## config.mk

```make
export PLATFORM = sky130hd
export DESIGN_NAME = phase_current_offset_calibration_unit_flat
export DESIGN_NICKNAME = d
export VERILOG_FILES = /design/src/rtl/core/pcoc_pkg.sv /design/src/rtl/core/pcoc_if.sv /design/src/rtl/core/phase_current_offset_calibration_unit.sv /design/src/flat_wrapper.sv
export SDC_FILE = /design/constraint.sdc
export NUM_CORES = 2
export LEC_CHECK = 0
export BUFFER_PORTS_ARGS = -buffer_cell sky130_fd_sc_hd__buf_4
export CAP_MARGIN = 20
export CORE_ASPECT_RATIO = 0.6
export CORE_MARGIN = 1
export CORE_UTILIZATION = 30
export CTS_CLUSTER_SIZE = 12
export DETAILED_ROUTE_END_ITERATION = 10
export PLACE_DENSITY = 0.44
export SLEW_MARGIN = 5
export SYNTH_ARGS = -nofsm -noshare
export SYNTH_HDL_FRONTEND = slang
export SYNTH_SLANG_ARGS = --single-unit
```

## constraint.sdc

```tcl
create_clock -name clock -period 14 [get_ports clock]
set_clock_uncertainty 0.15 [all_clocks]
set_input_delay 0.7 -clock clock [delete_from_list [all_inputs] [get_ports clock]]
set_output_delay 0.7 -clock clock [all_outputs]
set_load 0.03 [all_outputs]
```

## src/rtl/core/pcoc_pkg.sv

```systemverilog
// Package for the phase current offset calibration unit.
// Holds the register map, the fixed field widths and the item codes.
// Depends on nothing; the top level uses it.
`default_nettype none

package pcoc_pkg;

   localparam int GAIN_W      = 17;
   localparam int SETTLE_W    = 24;
   localparam int LIMIT_W     = 15;
   localparam int COUNT_W     = 24;
   localparam int GAIN_SHIFT  = 16;
   localparam int CSR_DATA_W  = 32;
   localparam int CSR_ADDR_W  = 4;
   localparam int REG_INDEX_W = 2;

   localparam logic [GAIN_W-1:0]   GAIN_ONE     = GAIN_W'(1 << GAIN_SHIFT);
   localparam logic [COUNT_W-1:0]  COUNT_MAX    = '1;
   localparam logic [SETTLE_W-1:0] SETTLE_RESET = SETTLE_W'(12000);

   typedef enum logic [REG_INDEX_W-1:0] {
      REG_FILTER_GAIN    = 2'd0,
      REG_SETTLE_SAMPLES = 2'd1,
      REG_MAX_OFFSET     = 2'd2
   } reg_index_type;

   localparam logic ITEM_CALIBRATE = 1'b0;
   localparam logic ITEM_MEASURE   = 1'b1;

endpackage

`default_nettype wire

```

## src/rtl/core/pcoc_if.sv

```systemverilog
// Channel interfaces of the phase current offset calibration unit.
// pcoc_req_if carries raw sample words, pcoc_rsp_if carries corrected words.
// Depends on nothing but the sample width parameter.
`default_nettype none

interface pcoc_req_if #(
   parameter int SAMPLE_BITS = 16
) ();
   logic                          valid;
   logic                          ready;
   logic                          req_type;
   logic signed [SAMPLE_BITS-1:0] phase_a_raw;
   logic signed [SAMPLE_BITS-1:0] phase_b_raw;
   logic signed [SAMPLE_BITS-1:0] phase_c_raw;

   modport source (output valid, req_type, phase_a_raw, phase_b_raw, phase_c_raw,
                   input ready);
   modport sink   (input valid, req_type, phase_a_raw, phase_b_raw, phase_c_raw,
                   output ready);
endinterface

interface pcoc_rsp_if #(
   parameter int SAMPLE_BITS = 16
) ();
   logic                          valid;
   logic                          ready;
   logic signed [SAMPLE_BITS-1:0] phase_a_corrected;
   logic signed [SAMPLE_BITS-1:0] phase_b_corrected;
   logic signed [SAMPLE_BITS-1:0] phase_c_corrected;
   logic                          offsets_valid;

   modport source (output valid, phase_a_corrected, phase_b_corrected,
                   phase_c_corrected, offsets_valid, input ready);
   modport sink   (input valid, phase_a_corrected, phase_b_corrected,
                   phase_c_corrected, offsets_valid, output ready);
endinterface

`default_nettype wire

```

## src/rtl/core/phase_current_offset_calibration_unit.sv

```systemverilog
// Top level of the phase current offset calibration unit.
// Uses pcoc_pkg for constants and the channel interfaces from pcoc_if.sv.
//
// Usage: each request word holds three signed phase current samples and a
// type bit. A calibration word moves each phase offset towards its sample by
// a first-order low-pass step and advances a saturating sample counter; it
// yields no response word. A measurement word yields one response word with
// the offset-corrected currents, or zeros with offsets_valid low when the
// counter has not reached settle_samples or any offset is not below
// max_offset.
// A request word is taken into the input register, then the filter, rounding
// and saturation logic fills the output register. One word is accepted every
// cycle unless a measurement word waits in the input register for a stalled
// output; the offset update is registered, and the next word reads its result.
// When the receiver stalls, the response word holds in the output register
// while a calibration word behind it still proceeds; a measurement word waits
// in the input register and backpressure then reaches the request side.
// Reset clears the offsets, the counter, all valid flags and the registers to
// their reset values. The user must write registers through the APB-style port
// only while the block is idle; the block itself does not enforce this.
`default_nettype none

module phase_current_offset_calibration_unit #(
   parameter int SAMPLE_BITS = 16,
   parameter int FRAC_BITS   = 16
) (
   input  wire logic                              clock,
   input  wire logic                              reset,
   pcoc_req_if.sink                               req_chan,
   pcoc_rsp_if.source                             rsp_chan,
   input  wire logic                              csr_psel,
   input  wire logic                              csr_penable,
   input  wire logic                              csr_pwrite,
   input  wire logic [pcoc_pkg::CSR_ADDR_W-1:0]   csr_paddr,
   input  wire logic [pcoc_pkg::CSR_DATA_W-1:0]   csr_pwdata,
   output logic      [pcoc_pkg::CSR_DATA_W-1:0]   csr_prdata,
   output logic                                   csr_pready
);

   localparam int S      = SAMPLE_BITS;
   localparam int F      = FRAC_BITS;
   localparam int OW     = S + F;
   localparam int DW     = S + F + 1;
   localparam int PW     = DW + pcoc_pkg::GAIN_W + 1;
   localparam int RW     = S + 2;
   localparam int MW     = ((S > pcoc_pkg::LIMIT_W) ? S : pcoc_pkg::LIMIT_W) + F + 1;
   localparam int LANES  = 3;

   // Configuration registers.
   logic [pcoc_pkg::GAIN_W-1:0]   gain_ff;
   logic [pcoc_pkg::SETTLE_W-1:0] settle_ff;
   logic [pcoc_pkg::LIMIT_W-1:0]  limit_ff;
   logic                          csr_write;
   pcoc_pkg::reg_index_type       csr_index;

   assign csr_pready = 1'b1;
   assign csr_write  = csr_psel && csr_penable && csr_pwrite && csr_pready;
   assign csr_index  = pcoc_pkg::reg_index_type'(csr_paddr[pcoc_pkg::CSR_ADDR_W-1:2]);

   always_ff @(posedge clock) begin
      if (reset) begin
         gain_ff   <= '0;
         settle_ff <= pcoc_pkg::SETTLE_RESET;
         limit_ff  <= '0;
      end else if (csr_write) begin
         case (csr_index)
            pcoc_pkg::REG_FILTER_GAIN: begin
               gain_ff <= csr_pwdata[pcoc_pkg::GAIN_W-1:0];
            end
            pcoc_pkg::REG_SETTLE_SAMPLES: begin
               settle_ff <= csr_pwdata[pcoc_pkg::SETTLE_W-1:0];
            end
            pcoc_pkg::REG_MAX_OFFSET: begin
               limit_ff <= csr_pwdata[pcoc_pkg::LIMIT_W-1:0];
            end
            default: begin
            end
         endcase
      end
   end

   always_comb begin
      case (csr_index)
         pcoc_pkg::REG_FILTER_GAIN:
            csr_prdata = pcoc_pkg::CSR_DATA_W'(gain_ff);
         pcoc_pkg::REG_SETTLE_SAMPLES:
            csr_prdata = pcoc_pkg::CSR_DATA_W'(settle_ff);
         pcoc_pkg::REG_MAX_OFFSET:
            csr_prdata = pcoc_pkg::CSR_DATA_W'(limit_ff);
         default:
            csr_prdata = '0;
      endcase
   end

   // Input register.
   logic                  in_valid_ff, in_valid_in;
   logic                  in_type_ff;
   logic signed [S-1:0]   in_raw_ff [LANES];
   logic                  in_advance;
   logic                  out_free;
   logic                  req_take;

   // Output register.
   logic                  out_valid_ff, out_valid_in;
   logic signed [S-1:0]   out_data_ff [LANES];
   logic                  out_ok_ff;

   // Calibration state.
   logic signed [OW-1:0]          offset_ff [LANES];
   logic signed [OW-1:0]          offset_in [LANES];
   logic [pcoc_pkg::COUNT_W-1:0]  count_ff, count_in;

   logic [pcoc_pkg::GAIN_W-1:0]   gain_eff;
   logic signed [S-1:0]           corr     [LANES];
   logic                          in_limit [LANES];
   logic                          meas_ok;

   assign out_free    = !out_valid_ff || rsp_chan.ready;
   assign in_advance  = in_valid_ff && (in_type_ff == pcoc_pkg::ITEM_CALIBRATE || out_free);
   assign req_chan.ready = !in_valid_ff || in_advance;
   assign req_take    = req_chan.valid && req_chan.ready;
   assign in_valid_in = req_take || (in_valid_ff && !in_advance);

   assign gain_eff = (gain_ff > pcoc_pkg::GAIN_ONE) ? pcoc_pkg::GAIN_ONE : gain_ff;

   always_ff @(posedge clock) begin
      if (req_take) begin
         in_type_ff   <= req_chan.req_type;
         in_raw_ff[0] <= req_chan.phase_a_raw;
         in_raw_ff[1] <= req_chan.phase_b_raw;
         in_raw_ff[2] <= req_chan.phase_c_raw;
      end
   end

   for (genvar i = 0; i < LANES; i++) begin : g_lane
      logic signed [DW-1:0]   diff;
      logic signed [PW-1:0]   prod;
      logic signed [PW-1:0]   step;
      logic signed [PW-1:0]   sum;
      logic signed [DW:0]     biased;
      logic signed [RW-1:0]   rounded;
      logic        [MW-1:0]   mag;
      logic        [MW-1:0]   lim;

      assign diff = $signed({in_raw_ff[i][S-1], in_raw_ff[i], {F{1'b0}}})
                  - $signed({offset_ff[i][OW-1], offset_ff[i]});
      assign prod = PW'(diff) * PW'($signed({1'b0, gain_eff}));
      assign step = prod >>> pcoc_pkg::GAIN_SHIFT;
      assign sum  = PW'(offset_ff[i]) + step;
      assign offset_in[i] = sum[OW-1:0];

      assign biased  = $signed({diff[DW-1], diff}) + $signed((DW+1)'(1) <<< (F - 1));
      assign rounded = RW'(biased >>> F);
      always_comb begin
         if (rounded[RW-1:S-1] == '0 || rounded[RW-1:S-1] == '1) begin
            corr[i] = rounded[S-1:0];
         end else if (rounded[RW-1]) begin
            corr[i] = {1'b1, {(S-1){1'b0}}};
         end else begin
            corr[i] = {1'b0, {(S-1){1'b1}}};
         end
      end

      assign mag = offset_ff[i][OW-1] ? MW'(-$signed({offset_ff[i][OW-1], offset_ff[i]}))
                                      : MW'(offset_ff[i]);
      assign lim = MW'({limit_ff, {F{1'b0}}});
      assign in_limit[i] = mag < lim;
   end

   assign meas_ok = (count_ff >= settle_ff) && in_limit[0] && in_limit[1] && in_limit[2];

   assign count_in = (count_ff == pcoc_pkg::COUNT_MAX) ? count_ff
                                                       : count_ff + pcoc_pkg::COUNT_W'(1);

   assign out_valid_in = (in_advance && in_type_ff == pcoc_pkg::ITEM_MEASURE)
                       || (out_valid_ff && !rsp_chan.ready);

   always_ff @(posedge clock) begin
      if (reset) begin
         in_valid_ff  <= 1'b0;
         out_valid_ff <= 1'b0;
         count_ff     <= '0;
         for (int i = 0; i < LANES; i++) begin
            offset_ff[i] <= '0;
         end
      end else begin
         in_valid_ff  <= in_valid_in;
         out_valid_ff <= out_valid_in;
         if (in_advance && in_type_ff == pcoc_pkg::ITEM_CALIBRATE) begin
            count_ff <= count_in;
            for (int i = 0; i < LANES; i++) begin
               offset_ff[i] <= offset_in[i];
            end
         end
      end
   end

   always_ff @(posedge clock) begin
      if (in_advance && in_type_ff == pcoc_pkg::ITEM_MEASURE) begin
         out_ok_ff <= meas_ok;
         for (int i = 0; i < LANES; i++) begin
            out_data_ff[i] <= meas_ok ? corr[i] : '0;
         end
      end
   end

   assign rsp_chan.valid             = out_valid_ff;
   assign rsp_chan.phase_a_corrected = out_data_ff[0];
   assign rsp_chan.phase_b_corrected = out_data_ff[1];
   assign rsp_chan.phase_c_corrected = out_data_ff[2];
   assign rsp_chan.offsets_valid     = out_ok_ff;

endmodule

`default_nettype wire

```

## src/flat_wrapper.sv

```systemverilog
// flat-port wrapper written by rule: the top's interface ports become plain ports
module phase_current_offset_calibration_unit_flat 
#(
   parameter int SAMPLE_BITS = 16,
   parameter int FRAC_BITS   = 16
)
  (clock, reset, csr_psel, csr_penable, csr_pwrite, csr_paddr, csr_pwdata, csr_prdata, csr_pready, req_chan_valid, req_chan_req_type, req_chan_phase_a_raw, req_chan_phase_b_raw, req_chan_phase_c_raw, req_chan_ready, rsp_chan_valid, rsp_chan_phase_a_corrected, rsp_chan_phase_b_corrected, rsp_chan_phase_c_corrected, rsp_chan_offsets_valid, rsp_chan_ready);
  pcoc_req_if #(.SAMPLE_BITS(SAMPLE_BITS)) req_chan_i ();
  pcoc_rsp_if #(.SAMPLE_BITS(SAMPLE_BITS)) rsp_chan_i ();
  input  wire logic clock;
  input  wire logic reset;
  input  wire logic csr_psel;
  input  wire logic csr_penable;
  input  wire logic csr_pwrite;
  input  wire logic [pcoc_pkg::CSR_ADDR_W-1:0] csr_paddr;
  input  wire logic [pcoc_pkg::CSR_DATA_W-1:0] csr_pwdata;
  output logic      [pcoc_pkg::CSR_DATA_W-1:0] csr_prdata;
  output logic csr_pready;
  input wire logic [$bits(req_chan_i.valid)-1:0] req_chan_valid;
  input wire logic [$bits(req_chan_i.req_type)-1:0] req_chan_req_type;
  input wire logic [$bits(req_chan_i.phase_a_raw)-1:0] req_chan_phase_a_raw;
  input wire logic [$bits(req_chan_i.phase_b_raw)-1:0] req_chan_phase_b_raw;
  input wire logic [$bits(req_chan_i.phase_c_raw)-1:0] req_chan_phase_c_raw;
  output wire logic [$bits(req_chan_i.ready)-1:0] req_chan_ready;
  output wire logic [$bits(rsp_chan_i.valid)-1:0] rsp_chan_valid;
  output wire logic [$bits(rsp_chan_i.phase_a_corrected)-1:0] rsp_chan_phase_a_corrected;
  output wire logic [$bits(rsp_chan_i.phase_b_corrected)-1:0] rsp_chan_phase_b_corrected;
  output wire logic [$bits(rsp_chan_i.phase_c_corrected)-1:0] rsp_chan_phase_c_corrected;
  output wire logic [$bits(rsp_chan_i.offsets_valid)-1:0] rsp_chan_offsets_valid;
  input wire logic [$bits(rsp_chan_i.ready)-1:0] rsp_chan_ready;
  assign req_chan_i.valid = req_chan_valid;
  assign req_chan_i.req_type = req_chan_req_type;
  assign req_chan_i.phase_a_raw = req_chan_phase_a_raw;
  assign req_chan_i.phase_b_raw = req_chan_phase_b_raw;
  assign req_chan_i.phase_c_raw = req_chan_phase_c_raw;
  assign req_chan_ready = req_chan_i.ready;
  assign rsp_chan_valid = rsp_chan_i.valid;
  assign rsp_chan_phase_a_corrected = rsp_chan_i.phase_a_corrected;
  assign rsp_chan_phase_b_corrected = rsp_chan_i.phase_b_corrected;
  assign rsp_chan_phase_c_corrected = rsp_chan_i.phase_c_corrected;
  assign rsp_chan_offsets_valid = rsp_chan_i.offsets_valid;
  assign rsp_chan_i.ready = rsp_chan_ready;
  phase_current_offset_calibration_unit #(.SAMPLE_BITS(SAMPLE_BITS), .FRAC_BITS(FRAC_BITS)) u_core (.clock(clock), .reset(reset), .req_chan(req_chan_i), .rsp_chan(rsp_chan_i), .csr_psel(csr_psel), .csr_penable(csr_penable), .csr_pwrite(csr_pwrite), .csr_paddr(csr_paddr), .csr_pwdata(csr_pwdata), .csr_prdata(csr_prdata), .csr_pready(csr_pready));
endmodule
```

==> flow_summary.toml <==
[critical_path]
endpoint_kind = "register"
cpMostUsedCell = "inv_1"
crit_buf_inv = 7
critPathArrivalTime_ns = 12.88
start_kind = "register"
crit_path_max_incr_delay_ns = 0.82
slowest_stage = "nor4_1"
r2r_slack_ns = 1.38
path_max_fanout = 33
worst-setup-path-type = "reg -> reg"
cp_top_family = "compound AO/OA/AOI/OAI gates"
worstPathRequired_ns = 14.26

[synth]
synthAdderAreaFrac_pct = 50.5
syn_area_um2 = 74900
ys.flop_type = "edfxtp_1"
synthSimpleGateAreaFrac_pct = 15.4
synth_cell_types = 103
synth_top_family_by_area = "adder cells"
async_flop_share_pct = 0
synthMuxAreaShare_pct = 0.284
yosys.area_share.xor_xnor_pct = 5.47
netlist_top_cells_area = "fa_1, inv_1, ha_1"
yosys_warnings = 0
synth_area_per_cell_um2 = 8.65
ys_seq_area_share_pct = 9.97
yosysTopAreaCellShare_pct = 41.3
synth_area_leader_cell = "fa_1"
synth_compound_area_share_pct = 6.52
syn_inst = 8658
synth-seq-cells = 276
synth-edff-count = 194

[timing]
min_period_ns = 12.62
worstMarginPinSlew_ns = 1.19
final-setup-viol-count = 0
hold_viol = 0
maxSlewViolCount = 0
period_share_pct = 90.1
hold_slack_ns = 0.0517
fmax_mhz = 79.2
slew_headroom_pct = 18.9
rsz0062_at_grt = "false"
finalSetupTns_ns = 0

[cts]
cts_tree = "yes"
cts-hold-fix-buffers = 35
clock_latency_ns = 0.70
htree_levels = 2
post_cts_resize_count = 0
cts_sinks = 276
cts_setup_buffers = 0
cts_buffers = 39
cts_root_buf = "clkbuf_16"
clk_pin_slew_ns = 0.06
cts.path.max_buffers = 3

[grt]
grt_max_degree = 86
grt_antenna_before_repair = 12
grt_overflow = 0
grtUsageTotal_pct = 22.4
grt_pass1_wl_um = 414000
first_global_vias = 60900

[power_and_ir_drop]
netSwitchingFraction_pct = 46.5
pwr-share-comb_pct = 48.6
power_density_nw_per_um2 = 48.7
switchingPower_mw = 1.87
p_leak_nw = 41.0
pwr-share-clk_pct = 27.5
p_total_mw = 4.02
p_seq_share_pct = 23.9
irDropWorstVdd_v = 0.0000859
p_int_mw = 2.15

[floorplan]
initial_core_util_pct = 30.3
rows = 141
die_width_um = 647
dieArea_um2 = 252000
io_pins = 176
core_um2 = 247000
die_h_um = 389

[place]
place.gp.congestion = 0.893
dp.cells = 12000
dp_hpwl_um = 224000
port_buffers = 156

[hold_path]
hp-class = "in -> reg"

[detailed_routing]
drt_iter0_drc = 4863
vias = 58200
wl_per_cell_um = 22.9
ant_nets = 0
via_per_inst = 4.82
drc = 0
first_pass_iters = 6
drt_wl_total_um = 277000

[layout]
areaGrowthSynthToFinish_pct = 10.3
fin_util_pct = 33.4
final_common_cell = "inv_1"
fill_cells = 25800
stdcell_count = 12100
multi_input_area_um2 = 58900
final_cell_mix = "inv_1, fa_1, nand2_1, nor2_1, ha_1"
drive_above_1_share_pct = 6.66
final_nets = 11000
regArea_um2 = 7470

[job]
maxCapViolCount = 0

[outcome]
status = "finished, final reports clean"
==> layout make-up <==
type | count | share of cell area, %
diodes | 2 | 0.00606
inverters | 2002 | 9.10
multi-input cells | 6042 | 71.3
well taps | 3289 | 4.98
repair buffers | 412 | 3.94
flip-flops and latches | 276 | 9.04
clock inverters | 22 | 0.310
clock buffers | 49 | 1.31
==> Yosys cell counts (10+ instances only) <==
library cell	number
nor2_1	1041
edfxtp_1	194
dfxtp_1	82
nor4_1	19
xor2_1	137
a211o_1	17
or2_2	18
nand2_1	1105
a21o_1	89
nand4_1	34
and4_1	12
ha_1	550
o21ai_0	167
nor3_1	77
o21bai_1	21
mux2i_1	19
nand3_1	76
nor2b_1	49
buf_1	18
or4_1	10
a21oi_1	252
fa_1	1545
o21a_1	34
o21ai_2	15
xnor2_1	315
o31ai_1	26
and3_1	55
buf_4	12
inv_1	2001
and2_1	82
clkbuf_1	301
or3_1	29
a211oi_1	27
o211ai_1	12
a31oi_1	14
nor3b_1	12
nand2b_1	35
==> power groups by stage <==
stage               sequential, mW  clock, mW  combinational, mW
detailed placement           0.976          0               1.91
global placement             0.976          0               1.90
global route                 0.965       1.17               2.13
floorplan                    0.960          0               1.17
finish                       0.961       1.10               1.96
CTS                          0.959       1.14               1.94
==> per-layer routing <==
| layer | routed length (um) | vias up | GRT usage, % |
|---|---|---|---|
| li1 | - | 26200 | - |
| met1 | 139000 | 29800 | 35.6 |
| met2 | 105000 | 2027 | 29.6 |
| met3 | 27300 | 209 | 6.25 |
| met4 | 5310 | 0 | 3.97 |
| met5 | 0 | - | 0 |
==> sequential cells by signal, summed over array words and instances (netlist names) <==
register and cells:
u_core.count_ff 24, u_core.gain_ff 17, u_core.in_raw_ff 48, u_core.in_type_ff 1
u_core.in_valid_ff 1, u_core.limit_ff 15, u_core.offset_ff 96, u_core.out_data_ff 48
u_core.rsp_chan.offsets_valid 1, u_core.rsp_chan.valid 1, u_core.settle_ff 24
==> through the flow <==
stage / setup slack (ns) / area (um^2)
2_1_floorplan: 3.30 / 75000
3_3_place_gp: 1.20 / 80900
3_5_place_dp: 1.21 / 80900
4_1_cts: 1.11 / 82600
5_1_grt: 0.616 / 82600
6_report: 1.38 / 82600
==> worst register-to-register path, delay by kind of cell (launching register included) <==
family                   cells  cell delay [ns]
buffers and inverters        7             1.10
AND/OR/NAND/NOR             11             2.86
XOR/XNOR                     2             0.28
flip-flops                   1             0.45
adder cells (fa/ha/maj)      8             2.85
AO/OA/AOI/OAI               14             4.66
==> path summary, 6_finish.rpt <==
path | from | endpoint | cells after the start
setup / recovery | u_core.gain_ff[3] | u_core.offset_ff[0][62] | 42
hold / removal | req_chan_phase_b_raw[2] | u_core.in_raw_ff[0][18] | 1
setup reg to reg | u_core.gain_ff[3] | u_core.offset_ff[0][62] | 42
hold reg to reg | u_core.settle_ff[20] | u_core.settle_ff[20] | 2
==> cells by family (layout without fill, tap and decap cells) <==
| kind of cell | after synthesis | in the layout |
|---|---|---|
| buffers and inverters | 2347 | 2485 |
| other | 2 | 11 |
| DFF | 276 | 276 |
| adders and majority gates | 2095 | 2095 |
| xor gates and xnor gates | 459 | 459 |
| AOI/OAI and AO/OA | 767 | 767 |
| and+or+nand+nor | 2691 | 2691 |
| muxes | 21 | 21 |
Power figures use the tool's default switching activity.
